===== config.mk =====
export PLATFORM = sky130hd
export DESIGN_NAME = icmp_echo_reply_header_builder_flat
export DESIGN_NICKNAME = d
export VERILOG_FILES = /design/src/hdl/icmperh_pkg.sv /design/src/hdl/icmperh_if.sv /design/src/hdl/icmp_echo_reply_header_builder.sv /design/src/hdl/icmperh_ram.sv /design/src/hdl/icmperh_seq.sv /design/src/hdl/icmperh_dp.sv /design/src/flat_wrapper.sv
export VERILOG_INCLUDE_DIRS = /design/src /design/src/hdl
export SDC_FILE = /design/constraint.sdc
export NUM_CORES = 1
export LEC_CHECK = 0
export ABC_AREA = 1
export BUFFER_PORTS_ARGS = -buffer_cell sky130_fd_sc_hd__buf_4
export CORE_MARGIN = 2
export CORE_UTILIZATION = 50
export CTS_CLUSTER_SIZE = 10
export DETAILED_ROUTE_END_ITERATION = 7
export HOLD_SLACK_MARGIN = 0.05
export PLACE_DENSITY_LB_ADDON = 0.08
export SKIP_LAST_GASP = 1
export SLEW_MARGIN = 10
export SYNTH_ARGS = -nofsm -noshare
export SYNTH_HDL_FRONTEND = slang
export SYNTH_SLANG_ARGS = --single-unit

===== constraint.sdc =====
create_clock -name clk_i -period 6.1 [get_ports clk_i]
set_input_delay 1.83 -clock clk_i [delete_from_list [all_inputs] [get_ports clk_i]]
set_output_delay 1.83 -clock clk_i [all_outputs]
set_load 0.05 [all_outputs]

===== src/hdl/icmp_echo_reply_header_builder_assert.svh =====
// Assertion macros used by the echo reply header builder sequencer.
// Expects clk_i and rst_ni in the scope of each use.
`ifndef ICMP_ECHO_REPLY_HEADER_BUILDER_ASSERT_SVH
`define ICMP_ECHO_REPLY_HEADER_BUILDER_ASSERT_SVH

// same-cycle implication
`define ICMPERH_ASSERT_IMPL(lbl, ante, cons) \
  lbl: assert property (@(posedge clk_i) disable iff (!rst_ni) (ante) |-> (cons)) \
    else $error("icmperh: assertion failed");

// next-cycle implication
`define ICMPERH_ASSERT_NEXT(lbl, ante, cons) \
  lbl: assert property (@(posedge clk_i) disable iff (!rst_ni) (ante) |=> (cons)) \
    else $error("icmperh: assertion failed");

`endif


===== src/hdl/icmperh_pkg.sv =====
// Package for the echo reply header builder: constants, codes, control
// structs and the microcode ROM. No dependencies.
package icmperh_pkg;

  localparam int HEADER_BYTES = 42;
  localparam int MAC_BYTES    = 6;
  localparam int POS_W        = $clog2(HEADER_BYTES);
  localparam int PC_W         = $clog2(HEADER_BYTES + 2);

  localparam int OFS_ETYPE   = 12;
  localparam int OFS_IPPROTO = 23;
  localparam int OFS_IPSRC   = 26;
  localparam int OFS_IPDST   = 30;
  localparam int OFS_ICMP    = 34;

  localparam logic [7:0] ETYPE_HI       = 8'h08;
  localparam logic [7:0] ETYPE_LO       = 8'h00;
  localparam logic [7:0] ICMP_PROTO_NUM = 8'd1;
  localparam logic [7:0] TYPE_ECHO_REQ  = 8'd8;
  localparam logic [7:0] TYPE_ECHO_REP  = 8'd0;

  localparam logic [2:0] ST_OK       = 3'd0;
  localparam logic [2:0] ST_NOT_IPV4 = 3'd1;
  localparam logic [2:0] ST_NOT_ICMP = 3'd2;
  localparam logic [2:0] ST_NOT_ECHO = 3'd3;
  localparam logic [2:0] ST_SHORT    = 3'd4;

  localparam logic [POS_W-1:0] LAST_POS  = POS_W'(HEADER_BYTES - 1);
  localparam logic [PC_W-1:0]  PC_STATUS = PC_W'(HEADER_BYTES);
  localparam logic [PC_W-1:0]  PC_RECV   = PC_W'(HEADER_BYTES + 1);

  typedef enum logic [1:0] {
    MC_EMIT,
    MC_EMIT_END,
    MC_RECV,
    MC_TRAP
  } mc_kind_e;

  typedef enum logic [2:0] {
    SEL_RAM,
    SEL_ETH_HI,
    SEL_ZERO,
    SEL_CK_HI,
    SEL_CK_LO,
    SEL_STATUS
  } sel_e;

  typedef struct packed {
    mc_kind_e         kind;
    sel_e             sel;
    logic [POS_W-1:0] raddr;
    logic             last;
  } mc_word_t;

  typedef struct packed {
    logic             wr_en;
    logic [POS_W-1:0] wr_addr;
    logic [7:0]       wr_data;
    logic             issue;
    logic [POS_W-1:0] rd_addr;
    sel_e             sel;
    logic             last;
    logic [2:0]       status;
  } icmperh_ctl_t;

  typedef struct packed {
    logic       go;
    logic [2:0] hdr_status;
  } icmperh_fb_t;

  // Steps 0..41 emit the reply header, step 42 emits a status beat,
  // step 43 takes frame bytes.
  function automatic mc_word_t mc_rom(input logic [PC_W-1:0] pc);
    mc_word_t w;
    int       i;
    i       = int'(pc);
    w.kind  = MC_TRAP;
    w.sel   = SEL_ZERO;
    w.raddr = '0;
    w.last  = 1'b0;
    if (i < HEADER_BYTES) begin
      w.kind  = (i == HEADER_BYTES - 1) ? MC_EMIT_END : MC_EMIT;
      w.last  = (i == HEADER_BYTES - 1);
      w.sel   = SEL_RAM;
      w.raddr = POS_W'(i);
      if (i < MAC_BYTES) begin
        w.raddr = POS_W'(i + MAC_BYTES);
      end else if (i < 2 * MAC_BYTES) begin
        w.raddr = POS_W'(i - MAC_BYTES);
      end else if (i == OFS_ETYPE) begin
        w.sel = SEL_ETH_HI;
      end else if (i == OFS_ETYPE + 1) begin
        w.sel = SEL_ZERO;
      end else if (i >= OFS_IPSRC && i < OFS_IPSRC + 4) begin
        w.raddr = POS_W'(i + 4);
      end else if (i >= OFS_IPDST && i < OFS_IPDST + 4) begin
        w.raddr = POS_W'(i - 4);
      end else if (i == OFS_ICMP) begin
        w.sel = SEL_ZERO;
      end else if (i == OFS_ICMP + 2) begin
        w.sel = SEL_CK_HI;
      end else if (i == OFS_ICMP + 3) begin
        w.sel = SEL_CK_LO;
      end
    end else if (i == HEADER_BYTES) begin
      w.kind = MC_EMIT_END;
      w.sel  = SEL_STATUS;
      w.last = 1'b1;
    end else if (i == HEADER_BYTES + 1) begin
      w.kind = MC_RECV;
    end
    return w;
  endfunction

endpackage


===== src/hdl/icmperh_if.sv =====
// Valid/ready channel interfaces for frame bytes in and reply beats out.
// No dependencies.
interface icmperh_in_if;
  logic       valid;
  logic       ready;
  logic [7:0] frame_byte;
  logic       frame_last;

  modport source (output valid, output frame_byte, output frame_last, input ready);
  modport sink (input valid, input frame_byte, input frame_last, output ready);
endinterface

interface icmperh_out_if;
  logic       valid;
  logic       ready;
  logic [7:0] reply_byte;
  logic       run_last;
  logic [2:0] status;

  modport source (output valid, output reply_byte, output run_last, output status,
                  input ready);
  modport sink (input valid, input reply_byte, input run_last, input status,
                output ready);
endinterface


===== src/hdl/icmp_echo_reply_header_builder.sv =====
// Path: a reply or status beat goes from the step that issues it through the pending register
// and then the output register; the first beat follows the frame's 42nd byte, then 1 beat/cycle
// while the output is ready. Throughput: 1 frame byte per cycle while receiving; intake pauses
// for the 42-step reply program or 1 step for a status beat.
// Reset: asynchronous, active low; sets the step counter to the receive step and clears the byte
// position, drop flag and beat valids. The header store is not cleared and needs no clearing pass.
module icmp_echo_reply_header_builder
  import icmperh_pkg::*;
(
  input  logic          clk_i,
  input  logic          rst_ni,
  icmperh_in_if.sink    frame_i,
  icmperh_out_if.source reply_o
);

  icmperh_ctl_t ctl;
  icmperh_fb_t  fb;

  icmperh_seq u_seq (
    .clk_i   (clk_i),
    .rst_ni  (rst_ni),
    .frame_i (frame_i),
    .fb_i    (fb),
    .ctl_o   (ctl)
  );

  icmperh_dp u_dp (
    .clk_i   (clk_i),
    .rst_ni  (rst_ni),
    .ctl_i   (ctl),
    .fb_o    (fb),
    .reply_o (reply_o)
  );

endmodule


===== src/hdl/icmperh_ram.sv =====
// Generic single-write, single-read RAM with registered read data.
// No dependencies.
module icmperh_ram #(
  parameter int Width = 8,
  parameter int Depth = 42
) (
  input  logic                     clk_i,
  input  logic                     we_i,
  input  logic [$clog2(Depth)-1:0] waddr_i,
  input  logic [Width-1:0]         wdata_i,
  input  logic                     re_i,
  input  logic [$clog2(Depth)-1:0] raddr_i,
  output logic [Width-1:0]         rdata_o
);

  logic [Width-1:0] mem_q [Depth];
  logic [Width-1:0] rdata_q;

  always_ff @(posedge clk_i) begin
    if (we_i) begin
      mem_q[waddr_i] <= wdata_i;
    end
    if (re_i) begin
      rdata_q <= mem_q[raddr_i];
    end
  end

  assign rdata_o = rdata_q;

endmodule


===== src/hdl/icmperh_seq.sv =====
// Microcode sequencer: step counter, ROM lookup, frame byte intake and
// header checks bookkeeping. Depends on icmperh_pkg, icmperh_in_if and the assertion header.
`include "icmp_echo_reply_header_builder_assert.svh"

module icmperh_seq
  import icmperh_pkg::*;
(
  input  logic         clk_i,
  input  logic         rst_ni,
  icmperh_in_if.sink   frame_i,
  input  icmperh_fb_t  fb_i,
  output icmperh_ctl_t ctl_o
);

  logic [PC_W-1:0]  pc_q, pc_d;
  logic [POS_W-1:0] pos_q, pos_d;
  logic             skip_q, skip_d;
  logic [2:0]       st_q, st_d;
  mc_word_t         word;
  logic             acc, issue, take, hdr_done;

  assign word     = mc_rom(pc_q);
  assign frame_i.ready = (word.kind == MC_RECV);
  assign acc      = frame_i.valid && frame_i.ready;
  assign take     = acc && !skip_q;
  assign hdr_done = take && (pos_q == LAST_POS);
  assign issue    = ((word.kind == MC_EMIT) || (word.kind == MC_EMIT_END)) && fb_i.go;

  always_comb begin
    pc_d   = pc_q;
    pos_d  = pos_q;
    skip_d = skip_q;
    st_d   = st_q;
    unique case (word.kind)
      MC_EMIT: begin
        if (issue) pc_d = pc_q + PC_W'(1);
      end
      MC_EMIT_END: begin
        if (issue) pc_d = PC_RECV;
      end
      MC_RECV: begin
        if (acc && skip_q) begin
          if (frame_i.frame_last) begin
            skip_d = 1'b0;
            pos_d  = '0;
          end
        end else if (hdr_done) begin
          pos_d  = '0;
          skip_d = !frame_i.frame_last;
          st_d   = fb_i.hdr_status;
          pc_d   = (fb_i.hdr_status == ST_OK) ? '0 : PC_STATUS;
        end else if (take) begin
          if (frame_i.frame_last) begin
            pos_d = '0;
            st_d  = ST_SHORT;
            pc_d  = PC_STATUS;
          end else begin
            pos_d = pos_q + POS_W'(1);
          end
        end
      end
      default: pc_d = PC_RECV;
    endcase
  end

  always_comb begin
    ctl_o.wr_en   = take;
    ctl_o.wr_addr = pos_q;
    ctl_o.wr_data = frame_i.frame_byte;
    ctl_o.issue   = issue;
    ctl_o.rd_addr = word.raddr;
    ctl_o.sel     = word.sel;
    ctl_o.last    = word.last;
    ctl_o.status  = st_q;
  end

  always_ff @(posedge clk_i or negedge rst_ni) begin
    if (!rst_ni) begin
      pc_q   <= PC_RECV;
      pos_q  <= '0;
      skip_q <= 1'b0;
    end else begin
      pc_q   <= pc_d;
      pos_q  <= pos_d;
      skip_q <= skip_d;
    end
  end

  always_ff @(posedge clk_i) begin
    st_q <= st_d;
  end

  `ICMPERH_ASSERT_IMPL(a_skip_pos, skip_q, pos_q == '0)
  `ICMPERH_ASSERT_IMPL(a_pos_range, 1'b1, pos_q <= LAST_POS)
  `ICMPERH_ASSERT_NEXT(a_end_recv, issue && (word.kind == MC_EMIT_END), pc_q == PC_RECV)
  `ICMPERH_ASSERT_NEXT(a_short, take && frame_i.frame_last && (pos_q != LAST_POS),
                       (pc_q == PC_STATUS) && (st_q == ST_SHORT))

endmodule


===== src/hdl/icmperh_dp.sv =====
// Datapath: header store RAM, captured check bytes, checksum update,
// read pipeline and output register. Depends on icmperh_pkg, icmperh_ram and icmperh_out_if.
module icmperh_dp
  import icmperh_pkg::*;
(
  input  logic          clk_i,
  input  logic          rst_ni,
  input  icmperh_ctl_t  ctl_i,
  output icmperh_fb_t   fb_o,
  icmperh_out_if.source reply_o
);

  logic [7:0]  rdata;
  logic [7:0]  et_hi_q, et_lo_q, proto_q, type_q, code_q, hc_hi_q, hc_lo_q;
  logic [15:0] ck_q;
  logic [15:0] hc_inv, m_inv;
  logic [17:0] sum0;
  logic [16:0] sum1;
  logic [15:0] sum2;
  logic        pend_valid_q, pend_valid_d;
  sel_e        pend_sel_q;
  logic        pend_last_q;
  logic [2:0]  pend_st_q;
  logic        out_valid_q, out_valid_d;
  logic [7:0]  out_byte_q, out_byte_d;
  logic        out_last_q;
  logic [2:0]  out_st_q;
  logic        load;

  icmperh_ram #(
    .Width (8),
    .Depth (HEADER_BYTES)
  ) u_store (
    .clk_i   (clk_i),
    .we_i    (ctl_i.wr_en),
    .waddr_i (ctl_i.wr_addr),
    .wdata_i (ctl_i.wr_data),
    .re_i    (ctl_i.issue),
    .raddr_i (ctl_i.rd_addr),
    .rdata_o (rdata)
  );

  // grab the bytes the checks and checksum need as they fly past
  always_ff @(posedge clk_i) begin
    if (ctl_i.wr_en) begin
      if (ctl_i.wr_addr == POS_W'(OFS_ETYPE))     et_hi_q <= ctl_i.wr_data;
      if (ctl_i.wr_addr == POS_W'(OFS_ETYPE + 1)) et_lo_q <= ctl_i.wr_data;
      if (ctl_i.wr_addr == POS_W'(OFS_IPPROTO))   proto_q <= ctl_i.wr_data;
      if (ctl_i.wr_addr == POS_W'(OFS_ICMP))      type_q  <= ctl_i.wr_data;
      if (ctl_i.wr_addr == POS_W'(OFS_ICMP + 1))  code_q  <= ctl_i.wr_data;
      if (ctl_i.wr_addr == POS_W'(OFS_ICMP + 2))  hc_hi_q <= ctl_i.wr_data;
      if (ctl_i.wr_addr == POS_W'(OFS_ICMP + 3))  hc_lo_q <= ctl_i.wr_data;
    end
  end

  assign load = pend_valid_q && (!out_valid_q || reply_o.ready);

  always_comb begin
    fb_o.go = !pend_valid_q || load;
    priority if (et_hi_q != ETYPE_HI || et_lo_q != ETYPE_LO) begin
      fb_o.hdr_status = ST_NOT_IPV4;
    end else if (proto_q != ICMP_PROTO_NUM) begin
      fb_o.hdr_status = ST_NOT_ICMP;
    end else if (type_q != TYPE_ECHO_REQ) begin
      fb_o.hdr_status = ST_NOT_ECHO;
    end else begin
      fb_o.hdr_status = ST_OK;
    end
  end

  // incremental update: ~(~HC + ~m + m'), ones' complement
  always_comb begin
    hc_inv = ~{hc_hi_q, hc_lo_q};
    m_inv  = ~{type_q, code_q};
    sum0   = 18'(hc_inv) + 18'(m_inv) + 18'({TYPE_ECHO_REP, code_q});
    sum1   = 17'(sum0[15:0]) + 17'(sum0[17:16]);
    sum2   = sum1[15:0] + 16'(sum1[16]);
  end

  always_ff @(posedge clk_i) begin
    ck_q <= ~sum2;
  end

  always_comb begin
    pend_valid_d = pend_valid_q;
    if (ctl_i.issue) begin
      pend_valid_d = 1'b1;
    end else if (load) begin
      pend_valid_d = 1'b0;
    end
    out_valid_d = out_valid_q;
    if (load) begin
      out_valid_d = 1'b1;
    end else if (reply_o.ready) begin
      out_valid_d = 1'b0;
    end
  end

  always_comb begin
    unique case (pend_sel_q)
      SEL_RAM:    out_byte_d = rdata;
      SEL_ETH_HI: out_byte_d = ETYPE_HI;
      SEL_CK_HI:  out_byte_d = ck_q[15:8];
      SEL_CK_LO:  out_byte_d = ck_q[7:0];
      default:    out_byte_d = TYPE_ECHO_REP;
    endcase
  end

  always_ff @(posedge clk_i or negedge rst_ni) begin
    if (!rst_ni) begin
      pend_valid_q <= 1'b0;
      out_valid_q  <= 1'b0;
    end else begin
      pend_valid_q <= pend_valid_d;
      out_valid_q  <= out_valid_d;
    end
  end

  always_ff @(posedge clk_i) begin
    if (ctl_i.issue) begin
      pend_sel_q  <= ctl_i.sel;
      pend_last_q <= ctl_i.last;
      pend_st_q   <= (ctl_i.sel == SEL_STATUS) ? ctl_i.status : ST_OK;
    end
    if (load) begin
      out_byte_q <= out_byte_d;
      out_last_q <= pend_last_q;
      out_st_q   <= pend_st_q;
    end
  end

  assign reply_o.valid      = out_valid_q;
  assign reply_o.reply_byte = out_byte_q;
  assign reply_o.run_last   = out_last_q;
  assign reply_o.status     = out_st_q;

endmodule

===== src/flat_wrapper.sv =====
// flat-port wrapper written by rule: the top's interface ports become plain ports
module icmp_echo_reply_header_builder_flat import icmperh_pkg::*;
  (clk_i, rst_ni, frame_i_valid, frame_i_frame_byte, frame_i_frame_last, frame_i_ready, reply_o_valid, reply_o_reply_byte, reply_o_run_last, reply_o_status, reply_o_ready);
  icmperh_in_if frame_i_i ();
  icmperh_out_if reply_o_i ();
  input  logic clk_i;
  input  logic rst_ni;
  input wire logic [$bits(frame_i_i.valid)-1:0] frame_i_valid;
  input wire logic [$bits(frame_i_i.frame_byte)-1:0] frame_i_frame_byte;
  input wire logic [$bits(frame_i_i.frame_last)-1:0] frame_i_frame_last;
  output wire logic [$bits(frame_i_i.ready)-1:0] frame_i_ready;
  output wire logic [$bits(reply_o_i.valid)-1:0] reply_o_valid;
  output wire logic [$bits(reply_o_i.reply_byte)-1:0] reply_o_reply_byte;
  output wire logic [$bits(reply_o_i.run_last)-1:0] reply_o_run_last;
  output wire logic [$bits(reply_o_i.status)-1:0] reply_o_status;
  input wire logic [$bits(reply_o_i.ready)-1:0] reply_o_ready;
  assign frame_i_i.valid = frame_i_valid;
  assign frame_i_i.frame_byte = frame_i_frame_byte;
  assign frame_i_i.frame_last = frame_i_frame_last;
  assign frame_i_ready = frame_i_i.ready;
  assign reply_o_valid = reply_o_i.valid;
  assign reply_o_reply_byte = reply_o_i.reply_byte;
  assign reply_o_run_last = reply_o_i.run_last;
  assign reply_o_status = reply_o_i.status;
  assign reply_o_i.ready = reply_o_ready;
  icmp_echo_reply_header_builder u_core (.clk_i(clk_i), .rst_ni(rst_ni), .frame_i(frame_i_i), .reply_o(reply_o_i));
endmodule

* Word-level counts from Yosys, hierarchy flattened *
Memories as Yosys holds them, arrays and structs flattened. A register that Yosys moved wholly into a read port is not among the register bits.
Cells that the tools add are included.

word-level totals
  memory bits (writable) = 336
  bits of input ports = 13
  memories = 1
  bits in registers = 109

operators by class
  reduce and logical (&&, ||, !) cells = 37
  equality and inequality tests = 31
  add/sub/neg operators = 10
  bitwise operators = 4
  mux-type cells = 52
  magnitude comparators = 7

memories
  memory                     words  bits a word  rd ports  clocked after Yosys merged registers in  wr ports  line               source
  u_core.u_dp.u_store.mem_q  42     8            1         1                                        1         icmperh_ram.sv:16  logic [Width-1:0] mem_q [Depth];

operators with widths
  operator                                               count
  two-way mux 6 bit                                      19
  == test 6 bit, second input constant                   11
  NOT 16 bit                                             3
  two-way mux 3 bit                                      13
  one-hot mux 8 bit (4 select lines)                     1
  adder 17 x 8 -> 18 bit                                 1
  == test 6 x 5 -> 1 bit, second input constant          3
  one-hot mux 6 bit (3 select lines)                     1
  adder 16 x 16 -> 17 bit                                1
  adder 16 x 2 -> 17 bit                                 1
  adder 16 x 1 -> 16 bit                                 1
  inequality test 8 x 4 -> 1 bit, second input constant  2
  AND reduction 2 bit                                    7
  two-way mux 1 bit                                      13
  adder 6 x 1 -> 6 bit, second input constant            2
  adder 6 x 3 -> 6 bit, second input constant            2
  == test 6 x 4 -> 1 bit, second input constant          2
  >= comparator 6 x 5 -> 1 bit, second input constant    2
  less-than comparator 6 bit, second input constant      2
  subtractor 6 x 3 -> 6 bit, second input constant       2
  nonzero test 2 bit                                     5
  logical AND 1 bit                                      8
  two-way mux 2 bit                                      4
  inequality test 2 bit, second input constant           4
  other kinds (22)                                       31

* Logic depth before layout (Yosys ltp) *
Gate-level depths: netlist of the first run.

  word-level depth = 18
  mapped depth = 39
  depth with buffers taken out = 38

* Hierarchy *
From an unflattened synthesis of the first run, not the netlist that was laid out.

second synthesis, totals
  cell total of the unflattened synthesis = 2,016
  area total of the unflattened synthesis = 21,225.4 µm²

by module, submodules not included
  module       area each (µm²)  cells an instance  instances
  icmperh_ram  14,112.3         1,187              1
  icmperh_dp   5,347.6          579                1
  icmperh_seq  1,765.4          250                1

* Least setup slack after synthesis of the first run *
OpenSTA, ideal clock, no wires.

  kind = reg2reg
  start = register u_core.u_dp.code_q[7]
  end = register u_core.u_dp.ck_q[14]
  slack = 1.052 ns
  library setup time = 0.109 ns
  path buffers = 0
  stages on the path, launching flop included = 37
  arrival = 4.939 ns
  clock period less this slack = 5.048 ns
  data required time = 5.991 ns
  cells stage by stage = edfxtp_1 -> ha_1 -> or2_2 -> ha_1 -> nand2_1 -> inv_1 -> a21oi_1 -> nor3_1 -> nor2_1 -> nand2_1 -> nand2_1 -> nand2_1 -> a21oi_1 -> xor2_1 -> ha_1 -> fa_1 -> nand2_1 -> nor2_2 -> nand3_4 -> nor2_2 -> nand3_2 -> nor2_1 -> nand4_1 -> nor4_1 -> ha_1 -> ha_1 -> nand4_1 -> nor2_1 -> nand2_2 -> nor2_2 -> nand2_2 -> nor2_2 -> nand3_2 -> nor2_4 -> nand4_1 -> nand2_1 -> inv_1

between the ends
  word-level cells in the longest chain between the ends = 6

RTL lines
  element                     line              source
  start: declaration          icmperh_dp.sv:14  logic [7:0] et_hi_q, et_lo_q, proto_q, type_q, code_q, hc_hi_q, hc_lo_q;
  start signal: assignment    icmperh_dp.sv:50  if (ctl_i.wr_addr == POS_W'(OFS_ICMP + 1)) code_q <= ctl_i.wr_data;
  NOT 16 bit                  icmperh_dp.sv:74  m_inv = ~{type_q, code_q};
  adder 16 x 16 -> 17 bit     icmperh_dp.sv:75  sum0 = 18'(hc_inv) + 18'(m_inv) + 18'({TYPE_ECHO_REP, code_q});
  adder 17 x 8 -> 18 bit (*)  icmperh_dp.sv:75
  adder 16 x 2 -> 17 bit (*)  icmperh_dp.sv:76  sum1 = 17'(sum0[15:0]) + 17'(sum0[17:16]);
  adder 16 x 1 -> 16 bit (*)  icmperh_dp.sv:77  sum2 = sum1[15:0] + 16'(sum1[16]);
  NOT 16 bit (*)              icmperh_dp.sv:81  ck_q <= ~sum2;
  end signal: assignment      icmperh_dp.sv:81
  end: declaration            icmperh_dp.sv:15  logic [15:0] ck_q;

Mark *: on every way between the ends. The rest lies on a longest branch, timed or not.
A chain may end at the register's enable or synchronous reset.

* Worst setup path after layout of the first run *
  start = register u_core.u_dp.code_q[7]
  end = register u_core.u_dp.ck_q[13]

Same word-level chain as after synthesis.

==> results of run 1 <==
[kinds of logic after synthesis]
family,after synthesis
compound gates,194
flops,453
simple gates,830
fa+ha+maj,60
buf+inv,262
xor+xnor,32
mux,72
[metrics by stage]
step	setup slack, ps	hold slack [ps]	std cells
CTS	434	419	2495
global route	-0.556	428	2495
floorplan	1050	400	1903
detailed placement	466	406	2408
global placement	661	410	2408
finish	641	416	2495
[layer usage]
| metal | vias to the layer above | global-route usage, % | part of all wire [%] |
|---|---|---|---|
| met5 | - | 0 | 0 |
| met2 | 349 | 37.6 | 48 |
| met4 | 0 | 6.41 | 2.2 |
| met1 | 6683 | 31.1 | 44 |
| met3 | 73 | 4.27 | 5.7 |
| li1 | 6657 | - | - |
[path summary, 6_finish.rpt]
kind,to,slack [ps],cells past startpoint
max,u_core.u_dp.ck_q[13],640,36
min,u_core.u_dp.reply_o.run_last,420,0
max reg2reg,u_core.u_dp.ck_q[13],640,36
min reg2reg,u_core.u_dp.reply_o.run_last,420,0
max in group asynchronous,u_core.u_seq.pc_q[3],4750,1
min in group asynchronous,u_core.u_seq.pos_q[0],1090,1
[final cells by class]
class	count	area [um2]	area share [%]
clock inverter	7	88.8	0.378
clock buffer	80	1420	6.02
tap	539	674	2.87
multi-input combinational	1188	6940	29.5
sequential	453	13400	56.8
inverter	185	697	2.96
timing repair buffer	43	335	1.43
[synth_stat cells, drive strengths merged, types with 15 or more instances]
cell type / instances
nand2: 442
a21oi: 64
ha: 58
o211ai: 44
edfxtp: 422
o21ai: 37
buf: 62
o31ai: 36
nor2: 165
nand3: 167
xor2: 19
mux2: 72
inv: 183
clkbuf: 15
dfxtp: 16
nand4: 21
[power breakdown]
part	switching [uW]	internal, uW
clock network	1190	1630
registers	138	3640
logic	4090	1700
[timing repair]
action / CTS / global route
gates resized for setup: 0 / 10
setup endpoints to repair: 0 / 4
endpoints found under the hold margin: 0 / 0
[worst max-delay path, delay by kind of cell (launching register included)]
family | cells | cell delay (ps)
flip-flops | 1 | 430
adder cells (fa/ha/maj) | 5 | 1250
AO/OA/AOI/OAI | 2 | 310
buffers and inverters | 1 | 60
XOR/XNOR | 2 | 320
AND/OR/NAND/NOR | 26 | 2940
[sequential cells by signal, indices dropped and copies added, names as in the netlist, 8 cells and up]
register and flops:
u_core.u_dp.u_store.rdata_o 8, u_core.u_dp.proto_q 8, u_core.u_dp.et_lo_q 8, u_core.u_dp.type_q 8
u_core.u_dp.et_hi_q 8, u_core.u_dp.hc_lo_q 8, u_core.u_dp.u_store.mem_q 336, u_core.u_dp.ck_q 16
u_core.u_dp.code_q 8, u_core.u_dp.hc_hi_q 8, u_core.u_dp.reply_o.reply_byte 8
==> impl_results.html, run 1 <==
<table>
<tr><th>Metric</th><th>Value</th></tr>
<tr><th colspan="2">Synth</th></tr>
<tr><td>Post-Synth Simple-Gate Area</td><td>between 10% and 20%</td></tr>
<tr><td>Register bit total from synthesis</td><td>roughly 450</td></tr>
<tr><td>Sequential element share of the synthesized area</td><td>62.4%</td></tr>
<tr><td>Share of synthesized cell area in full adder, half adder and majority cells</td><td>under 10%</td></tr>
<tr><td>Synth area leader</td><td>edfxtp_1</td></tr>
<tr><td>Most used DFF post-synth</td><td>edfxtp_1</td></tr>
<tr><td>Syn Inst Count</td><td>approximately 1900</td></tr>
<tr><td>Number of nets in the synthesized netlist</td><td>1976</td></tr>
<tr><td>Average footprint of a synthesized cell</td><td>roughly 11 um2</td></tr>
<tr><td>Synth top area share</td><td>between 50 and 60%</td></tr>
<tr><td>Biggest area contributors in the synthesized netlist</td><td>edfxtp_1 (59%), nand2_1 (7.2%), nand3_1 (3.7%)</td></tr>
<tr><td>Area fraction in compound gates after synthesis</td><td>under 10%</td></tr>
<tr><td>Mux cell area share after synthesis</td><td>3.79%</td></tr>
<tr><td>Netlist cell types</td><td>53</td></tr>
<tr><td>Async S/R FF share, synth</td><td>under 10%</td></tr>
<tr><td>Largest family of logic cells by synthesized area</td><td>simple AND/OR/NAND/NOR gates</td></tr>
<tr><td>Xor/xnor share of the synthesized area</td><td>between 1 and 1.5%</td></tr>
<tr><td>Yosys synthesis warning count</td><td>0</td></tr>
<tr><td>Netlist area before placement</td><td>21400 um2</td></tr>
<tr><td>Number of enable flip-flop cells after synthesis</td><td>roughly 420</td></tr>
<tr><th colspan="2">Clocking</th></tr>
<tr><td>Worst-case clock buffer depth</td><td>3</td></tr>
<tr><td>Clk slew on worst S/H paths</td><td>~60 ps</td></tr>
<tr><td>Total of hold buffers inserted after clock tree synthesis</td><td>0</td></tr>
<tr><td>Setup Fix Bufs, Post-CTS</td><td>0</td></tr>
<tr><td>Master cell of the clock root buffer</td><td>clkbuf_16</td></tr>
<tr><td>Clock Sinks</td><td>453</td></tr>
<tr><td>Num CTS Buffers</td><td>52</td></tr>
<tr><td>Clock Latency Late Sink</td><td>around 600 ps</td></tr>
<tr><td>CTS tree</td><td>built</td></tr>
<tr><td>Number of H-tree levels</td><td>2</td></tr>
<tr><th colspan="2">Setup path</th></tr>
<tr><td>Worst-path fanout max</td><td>5</td></tr>
<tr><td>CP Launch Type</td><td>register</td></tr>
<tr><td>Critical Path Most Common Cell</td><td>nand2_1</td></tr>
<tr><td>Worst Path Required</td><td>approximately 6600 ps</td></tr>
<tr><td>Cell with the largest stage delay on the worst path</td><td>edfxtp_1</td></tr>
<tr><td>Launch point of the worst path</td><td>u_core.u_dp.code_q[7]</td></tr>
<tr><td>CP arrival</td><td>around 5900 ps</td></tr>
<tr><td>Worst reg2reg path startpoint</td><td>u_core.u_dp.code_q[7]</td></tr>
<tr><td>Start-to-end type of the worst setup path</td><td>register to register</td></tr>
<tr><td>Largest stage delay on the critical path</td><td>roughly 430 ps</td></tr>
<tr><td>Endpoint class of the critical path</td><td>register</td></tr>
<tr><th colspan="2">Routing</th></tr>
<tr><td>Via count normalized by instance count</td><td>approximately 5.5</td></tr>
<tr><td>Number of antenna-violating nets in the routed design</td><td>0</td></tr>
<tr><td>Wirelength per Cell</td><td>roughly 20 um</td></tr>
<tr><td>DRC Markers</td><td>0</td></tr>
<tr><td>Number of detailed-routing iterations run before antenna repair</td><td>5</td></tr>
<tr><td>Number of DRC markers after the initial detailed-route iteration</td><td>roughly 1200</td></tr>
<tr><td>Detailed-route wire length</td><td>between 40 and 50 mm</td></tr>
<tr><td>Routed via count</td><td>about 14000</td></tr>
<tr><th colspan="2">Global routing</th></tr>
<tr><td>Overflow left after global routing</td><td>0</td></tr>
<tr><td>Number of antenna violations at the first check in global routing</td><td>1</td></tr>
<tr><td>First-pass GRT wire length</td><td>76.7 mm</td></tr>
<tr><td>GRT Resource Usage Total</td><td>a little under a quarter</td></tr>
<tr><td>Largest net degree at the start of global routing</td><td>slightly above 100</td></tr>
<tr><td>Number of global-route vias before repair</td><td>between 10000 and 15000</td></tr>
<tr><th colspan="2">STA</th></tr>
<tr><td>Tightest slew margin relative to the limit</td><td>20.9%</td></tr>
<tr><td>Transition time of the tightest slew-check pin</td><td>1180 ps</td></tr>
<tr><td>Clock Skew</td><td>roughly 25 ps</td></tr>
<tr><td>Fin crit period</td><td>between 5000 and 6000 ps</td></tr>
<tr><td>Total negative slack for setup checks</td><td>0 ps</td></tr>
<tr><td>Post-route clock period utilization</td><td>89.5%</td></tr>
<tr><td>Setup-violating endpoint count in the final report</td><td>0</td></tr>
<tr><td>Max-slew violation count</td><td>0</td></tr>
<tr><td>Final number of hold-violating endpoints</td><td>0</td></tr>
<tr><td>Peak Freq</td><td>~180 MHz</td></tr>
<tr><th colspan="2">Place</th></tr>
<tr><td>HPWL after detailed placement</td><td>about 31 mm</td></tr>
<tr><td>IO buf count</td><td>26</td></tr>
<tr><td>Final RePlAce weighted congestion</td><td>between 0.8 and 0.9</td></tr>
<tr><td>Instance area at placement</td><td>between 20000 and 25000 um2</td></tr>
<tr><th colspan="2">Floorplanning</th></tr>
<tr><td>Total core area</td><td>42100 um2</td></tr>
<tr><td>Vertical extent of the die</td><td>between 200 and 250 um</td></tr>
<tr><td>Width of the die</td><td>211 um</td></tr>
<tr><td>Floorplan die area</td><td>44500 um2</td></tr>
<tr><td>Starting density of the core</td><td>between 50% and 60%</td></tr>
<tr><td>Cell Rows</td><td>75</td></tr>
<tr><td>Number of top-level pins</td><td>27</td></tr>
<tr><th colspan="2">Worst hold path</th></tr>
<tr><td>Launch instance of the worst min-delay path</td><td>u_core.u_dp.pend_last_q</td></tr>
<tr><td>Type of the tightest min-delay check</td><td>register to register</td></tr>
<tr><th colspan="2">Layout</th></tr>
<tr><td>Final Util</td><td>55.8%</td></tr>
<tr><td>Area of all placed cells without fillers</td><td>23500 um2</td></tr>
<tr><td>Antenna fix cells</td><td>0</td></tr>
<tr><td>Top library cells by usage in the layout, fill and taps aside</td><td>edfxtp_1 (422), nand2_1 (408), inv_1 (169)</td></tr>
<tr><td>Area growth from synthesis to layout</td><td>9.84%</td></tr>
<tr><td># nets final</td><td>between 1500 and 2000</td></tr>
<tr><td>Most frequent standard cell in the layout excluding fill and tap cells</td><td>edfxtp_1</td></tr>
<tr><td>Fillers</td><td>roughly 3600</td></tr>
<tr><td>Fraction of layout cells with a size suffix above 1</td><td>~15%</td></tr>
<tr><th colspan="2">Power and ir drop</th></tr>
<tr><td>Total power divided by cell area</td><td>between 500 and 600 nW/um2</td></tr>
<tr><td>Static Leak</td><td>just over 0.009 uW</td></tr>
<tr><td>Power Total</td><td>between 10000 and 15000 uW</td></tr>
<tr><td>Largest voltage drop on the vdd net</td><td>~0.00043 V</td></tr>
<tr><th colspan="2">Flow run</th></tr>
<tr><td>Max-capacitance violation count</td><td>0</td></tr>
<tr><th colspan="2">Outcome</th></tr>
<tr><td>Result of the run</td><td>complete, no violations</td></tr>
</table>
No activity file was read; power rests on OpenSTA's default activity.
==> run 2, diff against run 1 <==
--- a/config.mk
+++ b/config.mk
@@ -6,7 +6,6 @@
 export SDC_FILE = /design/constraint.sdc
 export NUM_CORES = 1
 export LEC_CHECK = 0
-export ABC_AREA = 1
 export BUFFER_PORTS_ARGS = -buffer_cell sky130_fd_sc_hd__buf_4
 export CORE_MARGIN = 2
 export CORE_UTILIZATION = 50
==> run 2 against run 1 <==
Combinational power down 12%. Synthesized area down 6.6%. Die area down 6.5%. Cell count down 12%. Hold slack about the same. Largest cell class unchanged. Clock-buffer cell count down 10. Clock power down 3%. Largest power group unchanged.
==> impl_results.html, run 2 <==
<table>
<tr><th>Metric</th><th>Value</th></tr>
<tr><th colspan="2">Outcome</th></tr>
<tr><td>Result of the run</td><td>complete, no violations</td></tr>
<tr><th colspan="2">Setup path</th></tr>
<tr><td>Worst reg2reg path startpoint</td><td>u_core.u_dp.code_q[2]</td></tr>
<tr><td>Worst-path fanout max</td><td>5</td></tr>
<tr><td>Family of cells with the greatest summed delay on the critical path</td><td>compound AO/OA/AOI/OAI gates</td></tr>
<tr><td>Endpoint class of the critical path</td><td>register</td></tr>
<tr><td>Worst Reg-to-Reg Cells</td><td>23</td></tr>
<tr><td>Start-to-end type of the worst setup path</td><td>register to register</td></tr>
<tr><td>Slack of the worst reg-to-reg path</td><td>270 ps</td></tr>
<tr><td>Cell with the largest stage delay on the worst path</td><td>or4_4</td></tr>
<tr><td>Critical Path Most Common Cell</td><td>a21o_1</td></tr>
<tr><td>Endpoint of the lowest-slack register-to-register path</td><td>u_core.u_dp.ck_q[15]</td></tr>
<tr><td>CP arrival</td><td>6290 ps</td></tr>
<tr><td>Largest stage delay on the critical path</td><td>between 500 and 600 ps</td></tr>
<tr><td>Buffer and inverter count on the worst path</td><td>2</td></tr>
<tr><td>Sequence of cells on the critical path</td><td>inv_1, ha_1, xor2_2, buf_4, fa_1, a21o_1, a22o_4, o221a_2, o21ai_0, or2b_2, a21o_1, a21oi_2, nor2b_1, o21a_1, ha_1, a21o_1, and3_2, nand2_4, or4_4, or3_4, a2111oi_2, o21ai_1, xor2_1</td></tr>
<tr><td>Worst Path Required</td><td>between 6000 and 7000 ps</td></tr>
<tr><td>CP Launch Type</td><td>register</td></tr>
<tr><th colspan="2">Synth</th></tr>
<tr><td>Most numerous cell types in the synthesized netlist</td><td>edfxtp_1 (422), nand2_1 (385), nand3_1 (102)</td></tr>
<tr><td>Most used DFF post-synth</td><td>edfxtp_1</td></tr>
<tr><td>Netlist area before placement</td><td>roughly 20000 um2</td></tr>
<tr><td>Synth top area share</td><td>roughly 63%</td></tr>
<tr><td>Sequential element share of the synthesized area</td><td>between 60 and 70%</td></tr>
<tr><td>Register bit total from synthesis</td><td>roughly 450</td></tr>
<tr><td>Async S/R FF share, synth</td><td>about 3.3%</td></tr>
<tr><td>Number of enable flip-flop cells after synthesis</td><td>about 420</td></tr>
<tr><td>Average footprint of a synthesized cell</td><td>12.2 um2</td></tr>
<tr><td>Synth area leader</td><td>edfxtp_1</td></tr>
<tr><td>Number of nets in the synthesized netlist</td><td>1706</td></tr>
<tr><td>Biggest area contributors in the synthesized netlist</td><td>edfxtp_1 (63%), nand2_1 (7.2%), ha_1 (3.6%)</td></tr>
<tr><td>Yosys synthesis warning count</td><td>0</td></tr>
<tr><td>Syn Inst Count</td><td>roughly 1600</td></tr>
<tr><td>Netlist cell types</td><td>between 80 and 90</td></tr>
<tr><td>Dominant cell by count in the synthesized netlist</td><td>edfxtp_1</td></tr>
<tr><th colspan="2">Clocking</th></tr>
<tr><td>Total of hold buffers inserted after clock tree synthesis</td><td>0</td></tr>
<tr><td>Clock Sinks</td><td>between 400 and 500</td></tr>
<tr><td>Clock Latency Late Sink</td><td>590 ps</td></tr>
<tr><td>Num CTS Buffers</td><td>52</td></tr>
<tr><td>Master cell of the clock root buffer</td><td>clkbuf_16</td></tr>
<tr><td>Number of H-tree levels</td><td>2</td></tr>
<tr><td>Worst-case clock buffer depth</td><td>3</td></tr>
<tr><td>Clk slew on worst S/H paths</td><td>60 ps</td></tr>
<tr><td>CTS tree</td><td>built</td></tr>
<tr><th colspan="2">Layout</th></tr>
<tr><td>Most frequent standard cell in the layout excluding fill and tap cells</td><td>edfxtp_1</td></tr>
<tr><td>Fillers</td><td>3270</td></tr>
<tr><td>Registers with the most flip-flops</td><td>u_core.u_dp.u_store.mem_q: 336 flops, u_core.u_dp.ck_q: 16 flops</td></tr>
<tr><td>Antenna fix cells</td><td>0</td></tr>
<tr><td>Fraction of layout cells with a size suffix above 1</td><td>9.64%</td></tr>
<tr><td># nets final</td><td>about 1700</td></tr>
<tr><td>Area of all placed cells without fillers</td><td>22300 um2</td></tr>
<tr><td>FF+latch area</td><td>~13000 um2</td></tr>
<tr><td>Top library cells by usage in the layout, fill and taps aside</td><td>edfxtp_1 (422), nand2_1 (383), nand3_1 (102)</td></tr>
<tr><td>Area growth from synthesis to layout</td><td>11.2%</td></tr>
<tr><td>Total area of multi-input combinational cells</td><td>approximately 6200 um2</td></tr>
<tr><td>Largest register by flop count</td><td>u_core.u_dp.u_store.mem_q</td></tr>
<tr><td>Flip-flop count of the largest register, all copies and words added</td><td>336</td></tr>
<tr><th colspan="2">STA</th></tr>
<tr><td>Setup repair after global routing missed its margin</td><td>yes</td></tr>
<tr><td>Fin crit period</td><td>slightly below 6000 ps</td></tr>
<tr><td>Setup-violating endpoint count in the final report</td><td>0</td></tr>
<tr><td>Post-route clock period utilization</td><td>95.5%</td></tr>
<tr><td>Clock Skew</td><td>around 13 ps</td></tr>
<tr><td>Tightest slew margin relative to the limit</td><td>between 20% and 30%</td></tr>
<tr><td>Slack of the critical path</td><td>approximately 270 ps</td></tr>
<tr><td>Transition time of the tightest slew-check pin</td><td>between 1000 and 1500 ps</td></tr>
<tr><td>Final number of hold-violating endpoints</td><td>0</td></tr>
<tr><td>Peak Freq</td><td>about 170 MHz</td></tr>
<tr><td>Max-slew violation count</td><td>0</td></tr>
<tr><th colspan="2">Floorplanning</th></tr>
<tr><td>Number of top-level pins</td><td>27</td></tr>
<tr><td>Vertical extent of the die</td><td>204 um</td></tr>
<tr><td>Cell Rows</td><td>73</td></tr>
<tr><td>Width of the die</td><td>a little over 200 um</td></tr>
<tr><td>Total core area</td><td>around 40000 um2</td></tr>
<tr><td>Floorplan die area</td><td>roughly 42000 um2</td></tr>
<tr><td>Starting density of the core</td><td>about 50%</td></tr>
<tr><th colspan="2">Global routing</th></tr>
<tr><td>Overflow left after global routing</td><td>0</td></tr>
<tr><td>GRT Resource Usage Total</td><td>22.7%</td></tr>
<tr><td>Largest net degree at the start of global routing</td><td>97</td></tr>
<tr><td>First-pass GRT wire length</td><td>~72 mm</td></tr>
<tr><td>Number of global-route vias before repair</td><td>about 12000</td></tr>
<tr><td>Number of antenna violations at the first check in global routing</td><td>0</td></tr>
<tr><th colspan="2">Place</th></tr>
<tr><td>IO buf count</td><td>26</td></tr>
<tr><td>HPWL after detailed placement</td><td>around 28 mm</td></tr>
<tr><td>Instance area at placement</td><td>20700 um2</td></tr>
<tr><td>Pre-CTS worst setup slack</td><td>-30.9 ps</td></tr>
<tr><td>Final RePlAce weighted congestion</td><td>between 0.8 and 0.9</td></tr>
<tr><th colspan="2">Flow run</th></tr>
<tr><td>Max-capacitance violation count</td><td>0</td></tr>
<tr><th colspan="2">Routing</th></tr>
<tr><td>Routed via count</td><td>about 13000</td></tr>
<tr><td>Number of detailed-routing iterations run before antenna repair</td><td>5</td></tr>
<tr><td>Detailed-route wire length</td><td>roughly 46 mm</td></tr>
<tr><td>Wirelength per Cell</td><td>~21 um</td></tr>
<tr><td>Number of DRC markers after the initial detailed-route iteration</td><td>roughly 990</td></tr>
<tr><td>Number of antenna-violating nets in the routed design</td><td>0</td></tr>
<tr><td>DRC Markers</td><td>0</td></tr>
<tr><td>Via count normalized by instance count</td><td>between 5 and 6</td></tr>
<tr><th colspan="2">Power and ir drop</th></tr>
<tr><td>Total power divided by cell area</td><td>approximately 520 nW/um2</td></tr>
<tr><td>Largest voltage drop on the vdd net</td><td>0.000346 V</td></tr>
<tr><td>Static Leak</td><td>0.00797 uW</td></tr>
<tr><th colspan="2">Worst hold path</th></tr>
<tr><td>Launch instance of the worst min-delay path</td><td>u_core.u_dp.pend_st_q[1]</td></tr>
<tr><td>Worst min-delay path endpoint</td><td>u_core.u_dp.reply_o.status[1]</td></tr>
<tr><td>Type of the tightest min-delay check</td><td>register to register</td></tr>
<tr><td>Worst hold path stage count</td><td>0</td></tr>
</table>
[run 2: cell type report]
type                       instances  share of cell area (%)
timing repair buffer              48                    1.84
sequential                       453                    60.1
inverter                          49                   0.827
clock inverter                     4                   0.287
tap                              525                    2.95
clock buffer                      70                    6.20
multi-input combinational       1046                    27.8
[run 2: cells by family after synthesis]
| logic type | count (synthesis) | synth area share (%) |
|---|---|---|
| AND/OR/NAND/NOR | 718 | 16.5 |
| multiplexers | 1 | 0.0500 |
| buffers and inverters | 134 | 2.70 |
| adder cells (fa/ha/maj) | 60 | 3.83 |
| flip-flops | 453 | 66.9 |
| AO/OA/AOI/OAI | 223 | 8.16 |
| XOR/XNOR | 44 | 1.93 |
[run 2: power by group]
group | switching (uW) | internal [uW]
Clock | 1170 | 1560
Sequential | 109 | 3620
Combinational | 3510 | 1570
[run 2: repair_timing]
action                     in CTS  in global routing
setup buffers                   0                  4
resized for setup               2                 14
pin swaps                       1                  9
setup endpoints to repair       2                  7
[run 2: worst reg2reg max path, cell delays in order (launching register included)]
cell and delay (ps):
edfxtp_1 410, inv_1 70, ha_1 320, xor2_2 160
buf_4 140, fa_1 470, a21o_1 240, a22o_4 280
o221a_2 250, o21ai_0 130, or2b_2 330, a21o_1 190
a21oi_2 160, nor2b_1 60, o21a_1 210, ha_1 290
a21o_1 120, and3_2 250, nand2_4 80, or4_4 530
or3_4 360, a2111oi_2 360, o21ai_1 120, xor2_1 160
[run 2: worst max-delay path by stage]
stage / start / depth (start not counted) / to / slack [ps]
2_1_floorplan: u_core.u_dp.code_q[2] / 26 / u_core.u_dp.ck_q[15] / 450
3_3_place_gp: u_core.u_dp.code_q[2] / 27 / u_core.u_dp.ck_q[15] / 190
3_5_place_dp: u_core.u_dp.code_q[2] / 27 / u_core.u_dp.ck_q[15] / -30
4_1_cts: u_core.u_dp.code_q[2] / 28 / u_core.u_dp.ck_q[14] / 8
5_1_grt: u_core.u_dp.code_q[2] / 28 / u_core.u_dp.ck_q[14] / -30
6_report: u_core.u_dp.code_q[2] / 23 / u_core.u_dp.ck_q[15] / 270
[run 2: routing by layer]
metal  share of wire (%)  vias to the layer above  routed length, um  global-route usage (%)
met4                 3.1                        0               1460                    7.97
met3                 5.5                       88               2570                    3.38
met2                  47                      356              22000                    36.8
met5                   0                        -                  0                       0
met1                  44                     6278              20300                    31.3
li1                    -                     6014                  -                       -
[run 2: per-stage QoR]
step / std cells / hold slack [ps] / power, uW / utilization, % / setup TNS, ps
finish: 2195 / 416 / 11500 / 56.1 / 0
CTS: 2191 / 418 / 11600 / 55.9 / 0
detailed placement: 2117 / 405 / 8850 / 52.2 / -52.0
floorplan: 1633 / 400 / 7100 / - / 0
global route: 2195 / 433 / 12200 / 56.1 / -57.1
global placement: 2117 / 403 / 8820 / 52.2 / 0
